[src/rtl/core/pts_pkg.sv]
// pts_pkg: shared types and constants for the periodic task scheduler
// no dependencies

package pts_pkg;

    localparam int MAX_TASKS_DEF = 8;

    localparam logic [1:0] POL_RM  = 2'd0;
    localparam logic [1:0] POL_SJF = 2'd1;
    localparam logic [1:0] POL_MUF = 2'd2;

    localparam logic REQ_LOAD = 1'b0;
    localparam logic REQ_TICK = 1'b1;

    localparam logic CFG_POLICY = 1'b0;
    localparam logic CFG_COUNT  = 1'b1;

    typedef enum logic [3:0] {
        ST_IDLE,
        ST_ARD,
        ST_ARS,
        ST_ARW,
        ST_SRD,
        ST_SEL,
        ST_SMUL,
        ST_SCMP,
        ST_SRV,
        ST_SDN,
        ST_OUT
    } state_t;

    typedef struct packed {
        logic [15:0] period;
        logic [23:0] exec;
        logic [15:0] deadline;
        logic [31:0] arrival;
        logic [15:0] consumed;
        logic        ready;
        logic [31:0] stamp;
    } entry_t;

endpackage

[src/rtl/core/periodic_task_scheduler_sim_unit.sv]
// periodic_task_scheduler_sim_unit: top level of the periodic task scheduler
// depends on pts_pkg and pts_table

// A load transaction passes through the output state and back to idle, as does a tick
// with task_count 0. A tick runs as a sequencer over the task table memory. The arrival
// scan reads each active entry (states ARD, ARS) and ends in a write-back state (ARW);
// it runs again for every task found arriving. The selection scan passes each active
// entry through SRD, SEL and SCMP, and every ready entry after the first also through
// SMUL. It is followed by the served update (SRV) when a ready entry was found, and by
// SDN to advance the tick. The result is held in an output register until taken, so a
// receiver stall holds the block in ST_OUT. Valid bits make an entry that was never
// loaded read as zero. The ready flags live in flip-flops; the rest of each entry is
// held in the table memory.

module periodic_task_scheduler_sim_unit #(
    parameter int MAX_TASKS = pts_pkg::MAX_TASKS_DEF
) (
    input  logic        clk,
    input  logic        rst_n,
    input  logic        cfg_we,
    input  logic        cfg_index,
    input  logic [3:0]  cfg_wdata,
    input  logic        s_tvalid,
    output logic        s_tready,
    // tdata: task_index[2:0], task_period[18:3], exec_time_q8[42:19],
    // rel_deadline[58:43], zero fill up to 63
    input  logic [63:0] s_tdata,
    // tuser: req_type
    input  logic        s_tuser,
    output logic        m_tvalid,
    input  logic        m_tready,
    // tdata: served_task[2:0], met_total[34:3], missed_total[66:35], zero fill
    output logic [71:0] m_tdata,
    // tuser: served_valid[0], job_done[1], deadline_ok[2]
    output logic [2:0]  m_tuser
);

    localparam int IW = (MAX_TASKS > 1) ? $clog2(MAX_TASKS) : 1;
    localparam int CW = $clog2(MAX_TASKS + 1);

    pts_pkg::state_t state_reg, state_next;

    logic [1:0]   policy_reg;
    logic [3:0]   count_reg;
    logic [MAX_TASKS-1:0] ready_reg, ready_next;
    logic [MAX_TASKS-1:0] vld_reg, vld_next;
    logic [31:0]  tick_reg, tick_next;
    logic [31:0]  scnt_reg, scnt_next;
    logic [31:0]  met_reg, met_next;
    logic [31:0]  miss_reg, miss_next;
    logic [IW-1:0] idx_reg, idx_next;
    logic          found_reg, found_next;
    logic [IW-1:0] best_reg, best_next;
    pts_pkg::entry_t be_reg, be_next;
    pts_pkg::entry_t ce_reg, ce_next;
    logic [39:0]  px_reg, px_next, py_reg, py_next;
    logic          ov_reg, ov_next;
    logic [2:0]    ou_reg, ou_next;
    logic [2:0]    ot_reg, ot_next;

    logic          we;
    logic [IW-1:0] waddr, raddr;
    pts_pkg::entry_t wdata, rdata, rent;

    logic [2:0]   in_idx;
    logic [15:0]  in_per;
    logic [23:0]  in_exec;
    logic [15:0]  in_dl;

    assign in_idx  = s_tdata[2:0];
    assign in_per  = s_tdata[18:3];
    assign in_exec = s_tdata[42:19];
    assign in_dl   = s_tdata[58:43];

    pts_table #(.MAX_TASKS(MAX_TASKS), .IW(IW)) u_table (
        .clk   (clk),
        .we    (we),
        .waddr (waddr),
        .wdata (wdata),
        .raddr (raddr),
        .rdata (rdata)
    );

    logic [CW-1:0] n_act;
    logic [IW-1:0] last_idx;
    always_comb
    begin
        if ({28'd0, count_reg} > MAX_TASKS)
        begin
            n_act = CW'(MAX_TASKS);
        end
        else
        begin
            n_act = CW'(count_reg);
        end
        last_idx = IW'(n_act - CW'(1));
    end

    // entry as read, with unwritten fields shown as reset values
    always_comb
    begin
        rent = rdata;
        if (!vld_reg[idx_reg])
        begin
            rent = '0;
        end
        rent.ready = ready_reg[idx_reg];
    end

    logic [16:0] need;
    logic [15:0] need_c, cons_inc;
    logic [41:0] lhs, rhs;
    logic        ce_cmp_lt, ce_cmp_eq;
    always_comb
    begin
        need = 17'((25'(be_reg.exec) + 25'd255) >> 8);
        need_c = (need > 17'd65535) ? 16'hffff : need[15:0];
        cons_inc = (be_reg.consumed != 16'hffff) ? be_reg.consumed + 16'd1 : 16'hffff;
        lhs = ({10'd0, tick_reg} + 42'd1) * 42'd256 + 42'(be_reg.exec);
        rhs = (42'(be_reg.arrival) + 42'(be_reg.deadline) + 42'(cons_inc)) * 42'd256;
        ce_cmp_lt = px_reg < py_reg;
        ce_cmp_eq = px_reg == py_reg;
    end

    always_ff @(posedge clk or negedge rst_n)
    begin
        if (!rst_n)
        begin
            state_reg  <= pts_pkg::ST_IDLE;
            policy_reg <= pts_pkg::POL_RM;
            count_reg  <= 4'd1;
            ready_reg  <= '0;
            vld_reg    <= '0;
            tick_reg   <= '0;
            scnt_reg   <= '0;
            met_reg    <= '0;
            miss_reg   <= '0;
            found_reg  <= 1'b0;
            idx_reg    <= '0;
        end
        else
        begin
            state_reg <= state_next;
            ready_reg <= ready_next;
            vld_reg   <= vld_next;
            tick_reg  <= tick_next;
            scnt_reg  <= scnt_next;
            met_reg   <= met_next;
            miss_reg  <= miss_next;
            found_reg <= found_next;
            idx_reg   <= idx_next;
            if (cfg_we)
            begin
                case (cfg_index)
                    pts_pkg::CFG_POLICY: policy_reg <=
                        (cfg_wdata[1:0] == 2'd3) ? pts_pkg::POL_RM : cfg_wdata[1:0];
                    pts_pkg::CFG_COUNT: count_reg <= cfg_wdata;
                    default: ;
                endcase
            end
        end
    end

    always_ff @(posedge clk)
    begin
        best_reg <= best_next;
        be_reg   <= be_next;
        ce_reg   <= ce_next;
        px_reg   <= px_next;
        py_reg   <= py_next;
        ov_reg   <= ov_next;
        ou_reg   <= ou_next;
        ot_reg   <= ot_next;
    end

    assign s_tready = (state_reg == pts_pkg::ST_IDLE);
    assign m_tvalid = (state_reg == pts_pkg::ST_OUT);
    assign m_tdata  = {5'd0, miss_reg, met_reg, ot_reg};
    assign m_tuser  = ou_reg;

    always_comb
    begin
        state_next = state_reg;
        ready_next = ready_reg;
        vld_next   = vld_reg;
        tick_next  = tick_reg;
        scnt_next  = scnt_reg;
        met_next   = met_reg;
        miss_next  = miss_reg;
        found_next = found_reg;
        idx_next   = idx_reg;
        best_next  = best_reg;
        be_next    = be_reg;
        ce_next    = ce_reg;
        px_next    = px_reg;
        py_next    = py_reg;
        ov_next    = ov_reg;
        ou_next    = ou_reg;
        ot_next    = ot_reg;
        we    = 1'b0;
        waddr = idx_reg;
        wdata = be_reg;
        raddr = idx_reg;
        case (state_reg)
            pts_pkg::ST_IDLE:
            begin
                ou_next = 3'd0;
                ot_next = 3'd0;
                if (s_tvalid)
                begin
                    if (s_tuser == pts_pkg::REQ_LOAD)
                    begin
                        if ({29'd0, in_idx} < MAX_TASKS)
                        begin
                            we    = 1'b1;
                            waddr = IW'(in_idx);
                            wdata.period   = in_per;
                            wdata.exec     = in_exec;
                            wdata.deadline = in_dl;
                            wdata.arrival  = '0;
                            wdata.consumed = '0;
                            wdata.ready    = 1'b1;
                            wdata.stamp    = '0;
                            ready_next[IW'(in_idx)] = 1'b1;
                            vld_next[IW'(in_idx)]   = 1'b1;
                        end
                        state_next = pts_pkg::ST_OUT;
                    end
                    else if (n_act == '0)
                    begin
                        tick_next  = tick_reg + 32'd1;
                        state_next = pts_pkg::ST_OUT;
                    end
                    else
                    begin
                        idx_next   = '0;
                        found_next = 1'b0;
                        state_next = pts_pkg::ST_ARD;
                    end
                end
            end
            // arrival scan: read entry, compare
            pts_pkg::ST_ARD:
            begin
                state_next = pts_pkg::ST_ARS;
            end
            pts_pkg::ST_ARS:
            begin
                if (!rent.ready && rent.arrival <= tick_reg)
                begin
                    if (!found_reg || rent.arrival < be_reg.arrival ||
                        (rent.arrival == be_reg.arrival && rent.stamp < be_reg.stamp))
                    begin
                        found_next = 1'b1;
                        best_next  = idx_reg;
                        be_next    = rent;
                    end
                end
                if (idx_reg == last_idx)
                begin
                    state_next = pts_pkg::ST_ARW;
                end
                else
                begin
                    idx_next   = idx_reg + IW'(1);
                    state_next = pts_pkg::ST_ARD;
                end
            end
            pts_pkg::ST_ARW:
            begin
                idx_next = '0;
                if (found_reg)
                begin
                    we    = 1'b1;
                    waddr = best_reg;
                    wdata = be_reg;
                    wdata.ready = 1'b1;
                    wdata.stamp = scnt_reg + 32'd1;
                    scnt_next   = scnt_reg + 32'd1;
                    ready_next[best_reg] = 1'b1;
                    vld_next[best_reg]   = 1'b1;
                    found_next = 1'b0;
                    state_next = pts_pkg::ST_ARD;
                end
                else
                begin
                    state_next = pts_pkg::ST_SRD;
                end
            end
            // selection scan
            pts_pkg::ST_SRD:
            begin
                state_next = pts_pkg::ST_SEL;
            end
            pts_pkg::ST_SEL:
            begin
                ce_next = rent;
                if (!rent.ready)
                begin
                    state_next = pts_pkg::ST_SCMP;
                end
                else if (!found_reg)
                begin
                    found_next = 1'b1;
                    best_next  = idx_reg;
                    be_next    = rent;
                    state_next = pts_pkg::ST_SCMP;
                end
                else
                begin
                    state_next = pts_pkg::ST_SMUL;
                end
            end
            pts_pkg::ST_SMUL:
            begin
                case (policy_reg)
                    pts_pkg::POL_SJF:
                    begin
                        px_next = 40'(ce_reg.exec);
                        py_next = 40'(be_reg.exec);
                    end
                    pts_pkg::POL_MUF:
                    begin
                        px_next = 40'(be_reg.exec) * 40'(ce_reg.period);
                        py_next = 40'(ce_reg.exec) * 40'(be_reg.period);
                    end
                    default:
                    begin
                        px_next = 40'(ce_reg.period);
                        py_next = 40'(be_reg.period);
                    end
                endcase
                ce_next.ready = 1'b0;
                state_next = pts_pkg::ST_SCMP;
            end
            pts_pkg::ST_SCMP:
            begin
                // ce_reg.ready cleared marks a compare result pending
                if (ce_reg.ready == 1'b0 && ready_reg[idx_reg] && best_reg != idx_reg)
                begin
                    if (ce_cmp_lt || (ce_cmp_eq && ce_reg.stamp < be_reg.stamp))
                    begin
                        best_next = idx_reg;
                        be_next   = ce_reg;
                        be_next.ready = 1'b1;
                    end
                end
                if (idx_reg == last_idx)
                begin
                    state_next = found_reg ? pts_pkg::ST_SRV : pts_pkg::ST_SDN;
                end
                else
                begin
                    idx_next   = idx_reg + IW'(1);
                    state_next = pts_pkg::ST_SRD;
                end
            end
            pts_pkg::ST_SRV:
            begin
                we    = 1'b1;
                waddr = best_reg;
                wdata = be_reg;
                vld_next[best_reg] = 1'b1;
                ou_next = 3'b001;
                ot_next = 3'(best_reg);
                if (cons_inc >= need_c)
                begin
                    ou_next[1] = 1'b1;
                    if (lhs <= rhs)
                    begin
                        ou_next[2] = 1'b1;
                        if (met_reg != 32'hffffffff)
                        begin
                            met_next = met_reg + 32'd1;
                        end
                    end
                    else if (miss_reg != 32'hffffffff)
                    begin
                        miss_next = miss_reg + 32'd1;
                    end
                    wdata.arrival  = be_reg.arrival + 32'(be_reg.period);
                    wdata.consumed = '0;
                    wdata.ready    = 1'b0;
                    wdata.stamp    = scnt_reg + 32'd1;
                    scnt_next      = scnt_reg + 32'd1;
                    ready_next[best_reg] = 1'b0;
                end
                else
                begin
                    wdata.consumed = cons_inc;
                end
                state_next = pts_pkg::ST_SDN;
            end
            pts_pkg::ST_SDN:
            begin
                tick_next  = tick_reg + 32'd1;
                state_next = pts_pkg::ST_OUT;
            end
            pts_pkg::ST_OUT:
            begin
                if (m_tready)
                begin
                    state_next = pts_pkg::ST_IDLE;
                end
            end
            default:
            begin
                state_next = pts_pkg::ST_IDLE;
            end
        endcase
    end

endmodule

[src/rtl/core/pts_table.sv]
// pts_table: task table memory, one write port and one registered read port
// depends on pts_pkg

module pts_table #(
    parameter int MAX_TASKS = pts_pkg::MAX_TASKS_DEF,
    parameter int IW = $clog2(MAX_TASKS)
) (
    input  logic                 clk,
    input  logic                 we,
    input  logic [IW-1:0]        waddr,
    input  pts_pkg::entry_t      wdata,
    input  logic [IW-1:0]        raddr,
    output pts_pkg::entry_t      rdata
);

    pts_pkg::entry_t mem [MAX_TASKS];

    always_ff @(posedge clk)
    begin
        if (we)
        begin
            mem[waddr] <= wdata;
        end
        rdata <= mem[raddr];
    end

endmodule
[config.mk]
export PLATFORM = sky130hd
export DESIGN_NAME = periodic_task_scheduler_sim_unit
export DESIGN_NICKNAME = d
export VERILOG_FILES = /design/src/rtl/core/pts_pkg.sv /design/src/rtl/core/periodic_task_scheduler_sim_unit.sv /design/src/rtl/core/pts_table.sv
export SDC_FILE = /design/constraint.sdc
export NUM_CORES = 2
export LEC_CHECK = 0
export BUFFER_PORTS_ARGS = -buffer_cell sky130_fd_sc_hd__buf_2
export CELL_PAD_IN_SITES_DETAIL_PLACEMENT = 1
export CELL_PAD_IN_SITES_GLOBAL_PLACEMENT = 2
export CORE_MARGIN = 3
export CORE_UTILIZATION = 46
export DETAILED_ROUTE_END_ITERATION = 8
export GPL_TIMING_DRIVEN = 0
export PLACE_DENSITY_LB_ADDON = 0.1
export SLEW_MARGIN = 10
export SYNTH_ARGS = -nofsm -noshare
export SYNTH_HDL_FRONTEND = slang
export SYNTH_SLANG_ARGS = --single-unit
[constraint.sdc]
create_clock -name clk -period 22.7 [get_ports clk]
set_clock_uncertainty 0.15 [all_clocks]
set_input_delay 2.27 -clock clk [delete_from_list [all_inputs] [get_ports clk]]
set_output_delay 2.27 -clock clk [all_outputs]
set_load 0.01 [all_outputs]
==> results.toml <==
[flow_run]
drv_cap = 0

[setup_path]
cp-start-kind = "register"
crit_path_end_kind = "register"
cp.arrival_ns = 10.05
cp_slowest_stage_delay_ns = 0.78
slowest_stage = "o41ai_2"
worst_path_most_repeated_cell = "ha_1"
rrSetupSlack_ns = 13.24
critPathRequiredTime_ns = 23.29
critPathMaxFanout = 10
critical_path_class = "register to register"

[routing]
dr.pass1.iters = 6
drt_iter0_drc = 5676
drc_errors = 0
wl_per_cell_um = 29.1
vias = 66200
viasPerCell = 5.72
antenna_left = 0
wl_um = 337000

[clocking]
postCtsHoldBufs = 0
path_clk_slew_ns = 0.06
cts_tree = "done"
cts_max_level = 4
clock_sinks = 1744
cts_resized = 0
worstSkewPairLatency_ns = 0.86
clk_path_buf_depth = 3
clockRootBuffer = "clkbuf_16"
cts_buffers = 183
postCtsSetupBuffers = 0

[timing]
period_share_pct = 41.7
setup_viol = 0
final_max_slew_viol_count = 0
finalWorstSetupSlack_ns = 13.24
finalHoldViolCount = 0
slew_headroom_pct = 10.7
worstMarginPinSlew_ns = 1.34
max_freq_mhz = 106
period_needed_ns = 9.46
grt_setup_unrepaired = "no"

[grt]
antenna_found_initial = 45
grt-ovfl-total = 0
first_global_vias = 71900
grt_pass1_wl_um = 494000
grt_max_degree = 89
grt_use_total_pct = 29.7

[synth]
synthCells = 7958
synth-edff-count = 1450
synth_top_area_share_pct = 42.8
yosys.area_share.xor_xnor_pct = 2.69
syn_area_per_cell_um2 = 12.8
synth.distinct_cells = 96
muxShareOfSynthArea_pct = 9.23
yosys.area_share.simple_pct = 10.1
synthTopCellsByArea = "edfxtp_1, fa_1, mux4_2, ha_1, dfrtp_1"
synth-adder-area-share_pct = 18.5
async_reset_ff_share_pct = 9.06
seq_area_frac_synth_pct = 49.3
synthMostInstantiatedCell = "edfxtp_1"
ys_seq_elements = 1744
ys_warn_count = 0
synth_top_family_by_area = "adder cells"
synth_area_mm2 = 0.102
synth_common_cells = "edfxtp_1, inv_1, nand2_1"
synth.largest_area_cell = "edfxtp_1"
synth-compound-area-share_pct = 5.25
synth_flop_cell = "edfxtp_1"

[run_status]
outcome = "complete, no violations"

[die]
dieHeight_um = 476
pin_count = 152
dieArea_mm2 = 0.227
rows = 172
initial_core_util_pct = 46.3
core_mm2 = 0.220
fp.dieW_um = 476

[layout]
drive_above_1_share_pct = 14.5
fin_nets = 9660
seq_area_mm2 = 0.0502
multiInputGateArea_mm2 = 0.0467
areaGrowthSynthToFinish_pct = 12.4
nFillCells = 22300
finalInstanceArea_mm2 = 0.114
largest_reg_flops = 1088

[placed_design]
placed_area_mm2 = 0.108
place_congestion = 0.905
portBuffers = 138
place_hpwl_um = 260000
pre_cts_slack_ns = 13.25

[min_path]
hold_class = "register to register"
[critical path, delay by kind of cell (launching register included)]
| kind | cells | cell delay [ns] |
|---|---|---|
| AOI/OAI and AO/OA | 10 | 2.72 |
| and+or+nand+nor | 9 | 2.67 |
| buffers and inverters | 6 | 1.58 |
| adders and majority gates | 4 | 1.35 |
| DFF | 1 | 0.48 |
| xor gates and xnor gates | 2 | 0.34 |
[through the flow]
stage | TNS, ns | std cells | hold slack, ns | util [%]
2_1_floorplan | 0 | 7962 | 0.278 | -
3_3_place_gp | -5433.77 | 11100 | 0.292 | 48.3
3_5_place_dp | 0 | 11200 | 0.302 | 49.2
4_1_cts | 0 | 11600 | 0.320 | 52.0
5_1_grt | 0 | 11600 | 0.335 | 52.0
6_report | 0 | 11600 | 0.317 | 52.0
[worst paths after layout]
| path | cells past startpoint | start | end |
|---|---|---|---|
| worst min-delay path | 1 | vld_reg[2] | vld_reg[2] |
| worst min register to register | 1 | vld_reg[2] | vld_reg[2] |
| min in group asynchronous | 1 | rst_n | scnt_reg[29] |
| max in group asynchronous | 2 | rst_n | met_reg[16] |
| worst max register to register | 31 | be_reg[33] | met_reg[16] |
| worst max-delay path | 31 | be_reg[33] | met_reg[16] |
[placed cells by master (no fill, tap or decap), types with 156 or more instances in the layout]
| master | n |
|---|---|
| mux4_2 | 276 |
| inv_1 | 948 |
| and2_1 | 453 |
| nand2_1 | 880 |
| a21oi_1 | 178 |
| nor2_1 | 170 |
| mux2_2 | 274 |
| dfrtp_1 | 157 |
| clkbuf_16 | 185 |
| ha_1 | 496 |
| fa_1 | 631 |
| o21ai_0 | 200 |
| buf_2 | 156 |
| clkbuf_1 | 327 |
| edfxtp_1 | 1450 |
| xnor2_1 | 192 |
[logic make-up (layout without fill, tap and decap cells)]
group	after synthesis	count (layout)
buf+inv	1320	1976
flops	1744	1744
simple gates	2080	2080
compound gates	813	813
mux	559	559
xor+xnor	313	313
other cells	1	10
fa+ha+maj	1128	1128
[area by class of cell]
class / instances / area share (%)
Antenna cell: 5 / 0.0109
Buffer: 371 / 1.28
Clock buffer: 248 / 4.39
Clock inverter: 97 / 1.01
Inverter: 949 / 3.11
Multi-Input combinational cell: 4898 / 40.8
Sequential cell: 1744 / 43.9
Tap cell: 2958 / 3.23
Timing Repair Buffer: 311 / 2.28
[metal layers]
layer | vias up | routed length, µm | global-route usage [%]
li1 | 28800 | - | -
met1 | 35100 | 139000 | 38.9
met2 | 1800 | 168000 | 51.2
met3 | 512 | 16100 | 3.56
met4 | 10 | 13500 | 10.4
met5 | - | 103 | 0
Power is left out: the tool's default activity adds up to more than one toggle a clock period on the data nets, which glitch-free logic cannot reach.
